[config.mk]
export PLATFORM = sky130hd
export DESIGN_NAME = sprite_run_length_decoder_top
export DESIGN_NICKNAME = d
export VERILOG_FILES = /design/src/rtl/srld_pkg.sv /design/src/rtl/sprite_run_length_decoder_top.sv
export VERILOG_INCLUDE_DIRS = /design/src /design/src/rtl
export SDC_FILE = /design/constraint.sdc
export NUM_CORES = 1
export LEC_CHECK = 0
export ABC_AREA = 1
export BUFFER_PORTS_ARGS = -buffer_cell sky130_fd_sc_hd__buf_2
export CORE_MARGIN = 2
export CORE_UTILIZATION = 50
export DETAILED_ROUTE_END_ITERATION = 7
export MAX_ROUTING_LAYER = met4
export PLACE_DENSITY = 0.77
export SYNTH_ARGS = -nofsm -noshare
export SYNTH_HDL_FRONTEND = slang
export SYNTH_SLANG_ARGS = --single-unit
[constraint.sdc]
create_clock -name clk -period 6.1 [get_ports clk]
set_input_delay 1.22 -clock clk [delete_from_list [all_inputs] [get_ports clk]]
set_output_delay 1.22 -clock clk [all_outputs]
set_load 0.02 [all_outputs]
[src/rtl/sprite_run_length_decoder_top_assert.svh]
// assertion macros for the sprite run-length decoder
// used by sprite_run_length_decoder_top; expects clk and rst_n in scope
`ifndef SPRITE_RUN_LENGTH_DECODER_TOP_ASSERT_SVH
`define SPRITE_RUN_LENGTH_DECODER_TOP_ASSERT_SVH

// same-cycle implication, checked out of reset
`define SRLD_ASSERT_IMPLY(label, cond, expect_expr) \
    label: assert property (@(posedge clk) disable iff (!rst_n) (cond) |-> (expect_expr)) \
        else $error("srld same-cycle check failed");

// next-cycle implication, checked out of reset
`define SRLD_ASSERT_NEXT(label, cond, expect_expr) \
    label: assert property (@(posedge clk) disable iff (!rst_n) (cond) |=> (expect_expr)) \
        else $error("srld next-cycle check failed");

`endif

[src/rtl/srld_pkg.sv]
// shared types and codes for the sprite run-length decoder
// no dependencies
`default_nettype none

package srld_pkg;

    // result kinds
    typedef enum logic [1:0] {
        KIND_PIXEL = 2'd0,
        KIND_DONE  = 2'd1,
        KIND_ERROR = 2'd2
    } kind_t;

    // error codes
    typedef enum logic [2:0] {
        ERR_NONE          = 3'd0,
        ERR_LINE_MISMATCH = 3'd1,
        ERR_RUNCOUNT_OVR  = 3'd2,
        ERR_HEADER_OVR    = 3'd3,
        ERR_OFFSET_WIDE   = 3'd4,
        ERR_DATA_OVR      = 3'd5,
        ERR_DATA_WIDE     = 3'd6
    } err_t;

    // configuration register indexes
    localparam logic [1:0] CFG_FRAME_WIDTH  = 2'd0;
    localparam logic [1:0] CFG_FRAME_HEIGHT = 2'd1;
    localparam logic [1:0] CFG_FRAME_WORDS  = 2'd2;

    localparam int DIM_W   = 13;
    localparam int WORDS_W = 20;
    localparam int COORD_W = 12;

    // one result beat
    typedef struct packed {
        kind_t              kind;
        logic [COORD_W-1:0] pixel_x;
        logic [COORD_W-1:0] pixel_y;
        logic [7:0]         red;
        logic [7:0]         green;
        logic [7:0]         blue;
        logic               frame_end;
        err_t               error_code;
    } result_t;

endpackage

`default_nettype wire

[src/rtl/sprite_run_length_decoder_top.sv]
// Throughput: one word per cycle while results are not stalled; each word sees one pass of parse
// logic between the input and result registers, with parse state updated in the same cycle.
// Reset: parser waits for a frame start, counters clear, registers reset to 1.
// Config port is always ready; writes apply to words processed afterwards.
// depends on srld_pkg and sprite_run_length_decoder_top_assert.svh
`default_nettype none

module sprite_run_length_decoder_top #(
    parameter int unsigned MAX_DIMENSION   = 4096,
    parameter int unsigned MAX_FRAME_WORDS = 1048576
) (
    input  wire logic        clk,
    input  wire logic        rst_n,
    // word channel
    input  wire logic        word_valid,
    output logic             word_stall,
    input  wire logic        frame_start,
    input  wire logic [15:0] data_word,
    // result channel
    output logic             result_valid,
    input  wire logic        result_stall,
    output logic [1:0]       kind,
    output logic [11:0]      pixel_x,
    output logic [11:0]      pixel_y,
    output logic [7:0]       red,
    output logic [7:0]       green,
    output logic [7:0]       blue,
    output logic             frame_end,
    output logic [2:0]       error_code,
    // configuration channel
    input  wire logic        cfg_valid,
    output logic             cfg_ready,
    input  wire logic [1:0]  cfg_index,
    input  wire logic [19:0] cfg_data
);

    localparam int DW = srld_pkg::DIM_W;
    localparam int WW = srld_pkg::WORDS_W;

    typedef enum logic [2:0] {
        PH_IDLE,
        PH_RUNCOUNT,
        PH_OFFSET,
        PH_LENGTH,
        PH_PIXEL,
        PH_HOLD
    } phase_t;

    // configuration registers
    logic [DW-1:0] frame_width_reg;
    logic [DW-1:0] frame_height_reg;
    logic [WW-1:0] frame_words_reg;

    // input stage
    logic          in_valid_reg;
    logic          in_start_reg;
    logic [15:0]   in_word_reg;

    // parse state
    phase_t        phase_reg, phase_next;
    logic [DW-1:0] line_index_reg, line_index_next;
    logic [DW-1:0] column_reg, column_next;
    logic [15:0]   runs_left_reg, runs_left_next;
    logic [15:0]   pixels_left_reg, pixels_left_next;
    logic [WW-1:0] word_position_reg, word_position_next;

    // result stage
    logic              out_valid_reg;
    srld_pkg::result_t result_reg, result_next;
    logic              has_result;

    logic          advance;
    logic          accept;
    logic [DW-1:0] width_eff;
    logic [DW-1:0] height_eff;
    logic [WW-1:0] end_eff;
    logic [DW-1:0] line_inc;
    logic          line_last;
    logic [15:0]   runs_dec;
    logic [15:0]   pixels_dec;
    logic [16:0]   col_sum;
    logic [WW:0]   pos_plus2;
    logic [WW:0]   pos_plus_len;

    // handshakes
    assign cfg_ready    = 1'b1;
    assign advance      = in_valid_reg && (!out_valid_reg || !result_stall);
    assign word_stall   = in_valid_reg && !advance;
    assign accept       = word_valid && !word_stall;
    assign result_valid = out_valid_reg;

    // register values above the caps act as the cap
    assign width_eff  = (32'(frame_width_reg) > 32'(MAX_DIMENSION))
                      ? DW'(MAX_DIMENSION) : frame_width_reg;
    assign height_eff = (32'(frame_height_reg) > 32'(MAX_DIMENSION))
                      ? DW'(MAX_DIMENSION) : frame_height_reg;
    assign end_eff    = (32'(frame_words_reg) > 32'(MAX_FRAME_WORDS))
                      ? WW'(MAX_FRAME_WORDS) : frame_words_reg;

    // shared arithmetic for the parse step
    assign line_inc     = line_index_reg + DW'(1);
    assign line_last    = (line_inc >= height_eff);
    assign runs_dec     = runs_left_reg - 16'd1;
    assign pixels_dec   = pixels_left_reg - 16'd1;
    assign col_sum      = {4'b0, column_reg} + {1'b0, in_word_reg};
    assign pos_plus2    = {1'b0, word_position_reg} + (WW+1)'(2);
    assign pos_plus_len = {1'b0, word_position_reg} + (WW+1)'(1) + (WW+1)'(in_word_reg);

    // parse step for the word in the input stage
    always_comb
    begin
        phase_next         = phase_reg;
        line_index_next    = line_index_reg;
        column_next        = column_reg;
        runs_left_next     = runs_left_reg;
        pixels_left_next   = pixels_left_reg;
        word_position_next = word_position_reg;
        has_result         = 1'b0;
        result_next        = '0;
        result_next.kind       = srld_pkg::KIND_PIXEL;
        result_next.error_code = srld_pkg::ERR_NONE;

        if (in_start_reg)
        begin
            // frame start restarts the parse from the line count word
            line_index_next    = '0;
            column_next        = '0;
            runs_left_next     = '0;
            pixels_left_next   = '0;
            word_position_next = WW'(1);
            if (in_word_reg != {3'b0, height_eff})
            begin
                phase_next             = PH_HOLD;
                has_result             = 1'b1;
                result_next.kind       = srld_pkg::KIND_ERROR;
                result_next.error_code = srld_pkg::ERR_LINE_MISMATCH;
            end
            else if (height_eff == '0)
            begin
                phase_next            = PH_HOLD;
                has_result            = 1'b1;
                result_next.kind      = srld_pkg::KIND_DONE;
                result_next.frame_end = 1'b1;
            end
            else
            begin
                phase_next = PH_RUNCOUNT;
            end
        end
        else
        begin
            if (phase_reg != PH_IDLE && phase_reg != PH_HOLD)
            begin
                word_position_next = word_position_reg + WW'(1);
            end
            case (phase_reg)
                PH_RUNCOUNT:
                begin
                    if (word_position_reg >= end_eff)
                    begin
                        phase_next             = PH_HOLD;
                        has_result             = 1'b1;
                        result_next.kind       = srld_pkg::KIND_ERROR;
                        result_next.error_code = srld_pkg::ERR_RUNCOUNT_OVR;
                    end
                    else
                    begin
                        runs_left_next = in_word_reg;
                        if (in_word_reg == 16'd0)
                        begin
                            // empty line closes at once
                            line_index_next = line_inc;
                            column_next     = '0;
                            phase_next      = line_last ? PH_HOLD : PH_RUNCOUNT;
                            if (line_last)
                            begin
                                has_result            = 1'b1;
                                result_next.kind      = srld_pkg::KIND_DONE;
                                result_next.frame_end = 1'b1;
                            end
                        end
                        else
                        begin
                            phase_next = PH_OFFSET;
                        end
                    end
                end
                PH_OFFSET:
                begin
                    if (pos_plus2 > {1'b0, end_eff})
                    begin
                        phase_next             = PH_HOLD;
                        has_result             = 1'b1;
                        result_next.kind       = srld_pkg::KIND_ERROR;
                        result_next.error_code = srld_pkg::ERR_HEADER_OVR;
                    end
                    else if (col_sum > {4'b0, width_eff})
                    begin
                        phase_next             = PH_HOLD;
                        has_result             = 1'b1;
                        result_next.kind       = srld_pkg::KIND_ERROR;
                        result_next.error_code = srld_pkg::ERR_OFFSET_WIDE;
                    end
                    else
                    begin
                        column_next = col_sum[DW-1:0];
                        phase_next  = PH_LENGTH;
                    end
                end
                PH_LENGTH:
                begin
                    if (pos_plus_len > {1'b0, end_eff})
                    begin
                        phase_next             = PH_HOLD;
                        has_result             = 1'b1;
                        result_next.kind       = srld_pkg::KIND_ERROR;
                        result_next.error_code = srld_pkg::ERR_DATA_OVR;
                    end
                    else if (col_sum > {4'b0, width_eff})
                    begin
                        phase_next             = PH_HOLD;
                        has_result             = 1'b1;
                        result_next.kind       = srld_pkg::KIND_ERROR;
                        result_next.error_code = srld_pkg::ERR_DATA_WIDE;
                    end
                    else
                    begin
                        pixels_left_next = in_word_reg;
                        if (in_word_reg == 16'd0)
                        begin
                            // zero-length run closes the run, maybe the line
                            runs_left_next = runs_dec;
                            if (runs_dec == 16'd0)
                            begin
                                line_index_next = line_inc;
                                column_next     = '0;
                                phase_next      = line_last ? PH_HOLD : PH_RUNCOUNT;
                                if (line_last)
                                begin
                                    has_result            = 1'b1;
                                    result_next.kind      = srld_pkg::KIND_DONE;
                                    result_next.frame_end = 1'b1;
                                end
                            end
                            else
                            begin
                                phase_next = PH_OFFSET;
                            end
                        end
                        else
                        begin
                            phase_next = PH_PIXEL;
                        end
                    end
                end
                PH_PIXEL:
                begin
                    // emit the pixel, widening each channel
                    has_result         = 1'b1;
                    result_next.kind   = srld_pkg::KIND_PIXEL;
                    result_next.pixel_x = column_reg[srld_pkg::COORD_W-1:0];
                    result_next.pixel_y = line_index_reg[srld_pkg::COORD_W-1:0];
                    result_next.red    = {in_word_reg[15:11], 3'b000};
                    result_next.green  = {in_word_reg[10:5], 2'b00};
                    result_next.blue   = {in_word_reg[4:0], 3'b000};
                    column_next        = column_reg + DW'(1);
                    pixels_left_next   = pixels_dec;
                    if (pixels_dec == 16'd0)
                    begin
                        runs_left_next = runs_dec;
                        if (runs_dec == 16'd0)
                        begin
                            line_index_next       = line_inc;
                            column_next           = '0;
                            phase_next            = line_last ? PH_HOLD : PH_RUNCOUNT;
                            result_next.frame_end = line_last;
                        end
                        else
                        begin
                            phase_next = PH_OFFSET;
                        end
                    end
                end
                default:
                begin
                    // idle or holding: word is dropped
                    phase_next = phase_reg;
                end
            endcase
        end
    end

    // configuration writes
    always_ff @(posedge clk or negedge rst_n)
    begin
        if (!rst_n)
        begin
            frame_width_reg  <= DW'(1);
            frame_height_reg <= DW'(1);
            frame_words_reg  <= WW'(1);
        end
        else if (cfg_valid && cfg_ready)
        begin
            case (cfg_index)
                srld_pkg::CFG_FRAME_WIDTH:  frame_width_reg  <= cfg_data[DW-1:0];
                srld_pkg::CFG_FRAME_HEIGHT: frame_height_reg <= cfg_data[DW-1:0];
                srld_pkg::CFG_FRAME_WORDS:  frame_words_reg  <= cfg_data[WW-1:0];
                default:                    frame_width_reg  <= frame_width_reg;
            endcase
        end
    end

    // input stage, parse state and result register
    always_ff @(posedge clk or negedge rst_n)
    begin
        if (!rst_n)
        begin
            in_valid_reg      <= 1'b0;
            phase_reg         <= PH_IDLE;
            line_index_reg    <= '0;
            column_reg        <= '0;
            runs_left_reg     <= '0;
            pixels_left_reg   <= '0;
            word_position_reg <= '0;
            out_valid_reg     <= 1'b0;
        end
        else
        begin
            if (accept)
            begin
                in_valid_reg <= 1'b1;
            end
            else if (advance)
            begin
                in_valid_reg <= 1'b0;
            end

            if (advance)
            begin
                phase_reg         <= phase_next;
                line_index_reg    <= line_index_next;
                column_reg        <= column_next;
                runs_left_reg     <= runs_left_next;
                pixels_left_reg   <= pixels_left_next;
                word_position_reg <= word_position_next;
            end

            if (advance && has_result)
            begin
                out_valid_reg <= 1'b1;
            end
            else if (!result_stall)
            begin
                out_valid_reg <= 1'b0;
            end
        end
    end

    // payload registers
    always_ff @(posedge clk)
    begin
        if (accept)
        begin
            in_start_reg <= frame_start;
            in_word_reg  <= data_word;
        end
        if (advance && has_result)
        begin
            result_reg <= result_next;
        end
    end

    // result ports
    assign kind       = result_reg.kind;
    assign pixel_x    = result_reg.pixel_x;
    assign pixel_y    = result_reg.pixel_y;
    assign red        = result_reg.red;
    assign green      = result_reg.green;
    assign blue       = result_reg.blue;
    assign frame_end  = result_reg.frame_end;
    assign error_code = result_reg.error_code;

    // checks
`include "sprite_run_length_decoder_top_assert.svh"

    `SRLD_ASSERT_IMPLY(a_err_beat, result_valid && (kind == srld_pkg::KIND_ERROR), !frame_end && (error_code != srld_pkg::ERR_NONE))
    `SRLD_ASSERT_IMPLY(a_pixels_live, phase_reg == PH_PIXEL, pixels_left_reg != 16'd0)
    `SRLD_ASSERT_IMPLY(a_runs_live, (phase_reg == PH_OFFSET) || (phase_reg == PH_LENGTH), runs_left_reg != 16'd0)
    `SRLD_ASSERT_NEXT(a_stage_hold, in_valid_reg && !advance, in_valid_reg && $stable(in_word_reg))

endmodule

`default_nettype wire

==> results.md <==
- complete, no violations — result of the run
- 0.115 — share of cells above drive strength 1
- 40200 um — total wirelength of the detailed-routed design
- sky130_fd_sc_hd__nand2_1 — cell type with the highest occurrence count on the critical path
- 62 — standard-cell row count
- 0.237 — Max-slew headroom
- 0 — cts hold-fix bufs
- 91 — port bufs
- 1.14 ns — Slew @ Worst Pin
- 0 — detailed-route DRC error count
- 0 — yosys synthesis warning count
- 1339 — first-iteration detailed-routing DRC count
- 15700 um^2 — final cell area excluding filler cells
- 0.504 — initial cell density of the core
- 0.199 GHz — peak clock frequency supported by timing
- sky130_fd_sc_hd__dfrtp_1 — cell accounting for the most synthesized area
- 12200 — number of global-route vias before repair
- 8.80% — layout-stage area growth over the synthesis result
- 0 — antenna violations before repair
- 5.03 ns — post-layout min period
- 0.824 — fin crit share
- 5120 um^2 — Reg area
- 0 ns — summed negative setup slack over all endpoints
- 0.45 ns — latest clock arrival within the worst-skew pair
- 46 — critical path fanouts, max
- 17.0 um — post-detailed-route wirelength per cell
- 6 — first-pass iteration count of the detailed router
- 14400 um^2 — post-synthesis instance area
- 174 um — width of the die
- sky130_fd_sc_hd__clkbuf_16 — cell at the root of the clock tree
- 2 — Clock Tree Buf Depth
- 7.57 um^2 — mean area per synthesized cell
- sky130_fd_sc_hd__inv_2 — slowest cell on the critical path
- 8100 um^2 — area of combinational cells with multiple inputs
- 63 — number of flops mapped to enable cells by yosys
- 0 — count of buffers added by post-CTS timing repair for setup
- 30200 um^2 — Die Footprint
- 28500 um^2 — core area
- 31200 um — half-perimeter wire length after detailed placement
- 0.0161 ns — worst clock skew on the final layout
- 0.219 — top cell type's share of synthesized area
- 64200 um — first-pass GRT wire length
- 0.000187 V — maximum vdd ir drop
- 0.276 — global routing usage summed across all routing layers
- 1903 — count of mapped cells out of synthesis
- 1.17 ns — setup slack at placement
- 1.07 ns — min setup slack post-route
- 101 — I/O pin total
- 0 — max capacitance violation total
- 0 — post-route ant nets
- 0 — # setup viols final
- 0 — Hold Fails Final Rpt
- 0.672 — ys async rst share
- 0.491 ns — Worst Hold Slack
- 17 — CTS Buf Count
- 192 — # clock sinks
- no — RSZ-0062 raised after global routing
- 0.08 ns — clock transition at the registers of the reported paths
- 174 um — die boundary height
- 5.11 ns — critical path data arrival time
- done — clock tree from TritonCTS
- 72 — largest net degree at the start of global routing
- 7.68 nW — LEAKAGE
- 0.983 — last weighted congestion value of the routability-driven placer
- sky130_fd_sc_hd__dfrtp_1 — main flop type after synthesis
- 0 — max-slew violation count
- 2143 — nets@finish
- 0.356 — sequential share of the synthesized area
- flop — crit start category
- 0 — Resize count post-CTS
- 192 — number of register bits inferred by synthesis
- 4 — number of levels the H-tree was split into
- flop to flop — Tightest Hold Check Type
- 5.51 — detail-routed via count per cell
- sky130_fd_sc_hd__dfrtp_1 22%, sky130_fd_sc_hd__edfxtp_1 13%, sky130_fd_sc_hd__nand2_1 13% — dominant cells by area after synthesis
- 349 nW/um^2 — Power Density
- 6.18 ns — Worst EP required
- 15100 um^2 — standard cell area after detailed placement
- 0 — antenna fix cells
- 0 — total congestion overflow after global routing
- 60 — distinct cell type count of the synthesized netlist
- flop — category of the worst setup path capture point
- flop to flop — path type of the worst setup path
- 0.70 ns — max incr delay on CP
- 13100 — routed via count
- 2690 — count of filler cells inserted in the layout
==> layout make-up <==
class,instances,area share
Clock buffer,19,0.0290
Clock inverter,13,0.00767
Inverter,239,0.0574
Multi-Input combinational cell,1431,0.517
Sequential cell,192,0.327
Tap cell,384,0.0307
Timing Repair Buffer,94,0.0309
==> path summary, 6_finish.rpt <==
check,from,slack [ns],cells past startpoint,end
max in group asynchronous,rst_n,4.07,2,phase_reg[1]
worst min register to register,end_eff[3],0.49,2,end_eff[3]
worst max-delay path,in_word_reg[0],1.07,29,pixel_x[8]
min in group asynchronous,rst_n,0.76,1,line_index_reg[10]
worst max register to register,in_word_reg[0],1.07,29,pixel_x[8]
worst min-delay path,end_eff[3],0.49,2,end_eff[3]
==> kinds of logic (layout without fill, tap and decap cells) <==
group                      Yosys count  in the layout  share of synthesized area
other                                2              9                   0.000522
adders and majority gates          124            124                      0.109
DFF                                192            192                      0.356
and+or+nand+nor                    913            913                      0.279
xor gates and xnor gates            78             78                     0.0475
buffers and inverters              287            365                     0.0832
AOI/OAI and AO/OA                  307            307                      0.125
==> synth_stat cells, types with 17 or more instances <==
master                     count
sky130_fd_sc_hd__clkbuf_1     24
sky130_fd_sc_hd__xor2_1       63
sky130_fd_sc_hd__dfrtp_1     126
sky130_fd_sc_hd__nand3_1      78
sky130_fd_sc_hd__nor4_1       17
sky130_fd_sc_hd__inv_1       229
sky130_fd_sc_hd__o22ai_1      31
sky130_fd_sc_hd__a21oi_1      90
sky130_fd_sc_hd__nor2_1      189
sky130_fd_sc_hd__ha_1        122
sky130_fd_sc_hd__nand2_1     485
sky130_fd_sc_hd__edfxtp_1     63
sky130_fd_sc_hd__o21ai_0      90
sky130_fd_sc_hd__nand4_1      47
sky130_fd_sc_hd__nor3_1       24
sky130_fd_sc_hd__o21ai_2      28
sky130_fd_sc_hd__nand2_2      22
sky130_fd_sc_hd__o21ai_1      24
==> cell usage in the layout, fill, tap and decap left out, drive strengths merged <==
cell type  count
a211oi         6
a21boi         1
a21oi         92
a221oi         2
a22oi          1
a311oi         1
a31oi          5
and2           2
and3           2
and3b          1
buf           94
clkbuf        19
clkinv         7
conb           9
dfrtp        126
dfstp          3
edfxtp        63
fa             2
ha           122
inv          245
nand2        510
nand3         87
nand3b         3
nand4         47
nor2         208
nor3          26
nor3b          5
nor4          17
o2111ai        1
o211ai        14
o21a           5
o21ai        142
o21bai         3
o221ai         1
o22ai         31
o31ai          2
or2            4
or3b           1
xnor2         15
xor2          63
==> per-stage QoR <==
stage               cells  total power (W)   util
detailed placement   2340          0.00432  0.529
CTS                  2372          0.00544  0.549
global route         2372          0.00585  0.549
finish               2372          0.00547  0.549
floorplan            1910          0.00374      -
global placement     2340          0.00426  0.529
==> layer usage <==
layer / up-vias / routed length, um / global-route usage
met5: - / 0 / -
met4: 0 / 1550 / 0.113
met3: 97 / 2710 / 0.0309
met2: 474 / 18200 / 0.437
met1: 6057 / 17800 / 0.364
li1: 6442 / - / -
==> where the power goes <==
| part | internal (W) | leakage [nW] | switching (W) | total, W |
|---|---|---|---|---|
| registers | 0.00161 | 2.28 | 0.000228 | 0.00184 |
| logic | 0.000798 | 5.11 | 0.00170 | 0.00250 |
| clock network | 0.000565 | 0.287 | 0.000566 | 0.00113 |
| total | 0.00298 | 7.68 | 0.00249 | 0.00547 |
==> worst max-delay path: cells and delay by family (launching register included) <==
kind / cells / cell delay (ns)
compound gates: 3 / 0.48
xor+xnor: 1 / 0.09
fa+ha+maj: 3 / 0.95
buf+inv: 4 / 1.11
flops: 1 / 0.43
simple gates: 18 / 1.55
No activity file was read; power rests on OpenSTA's default activity.
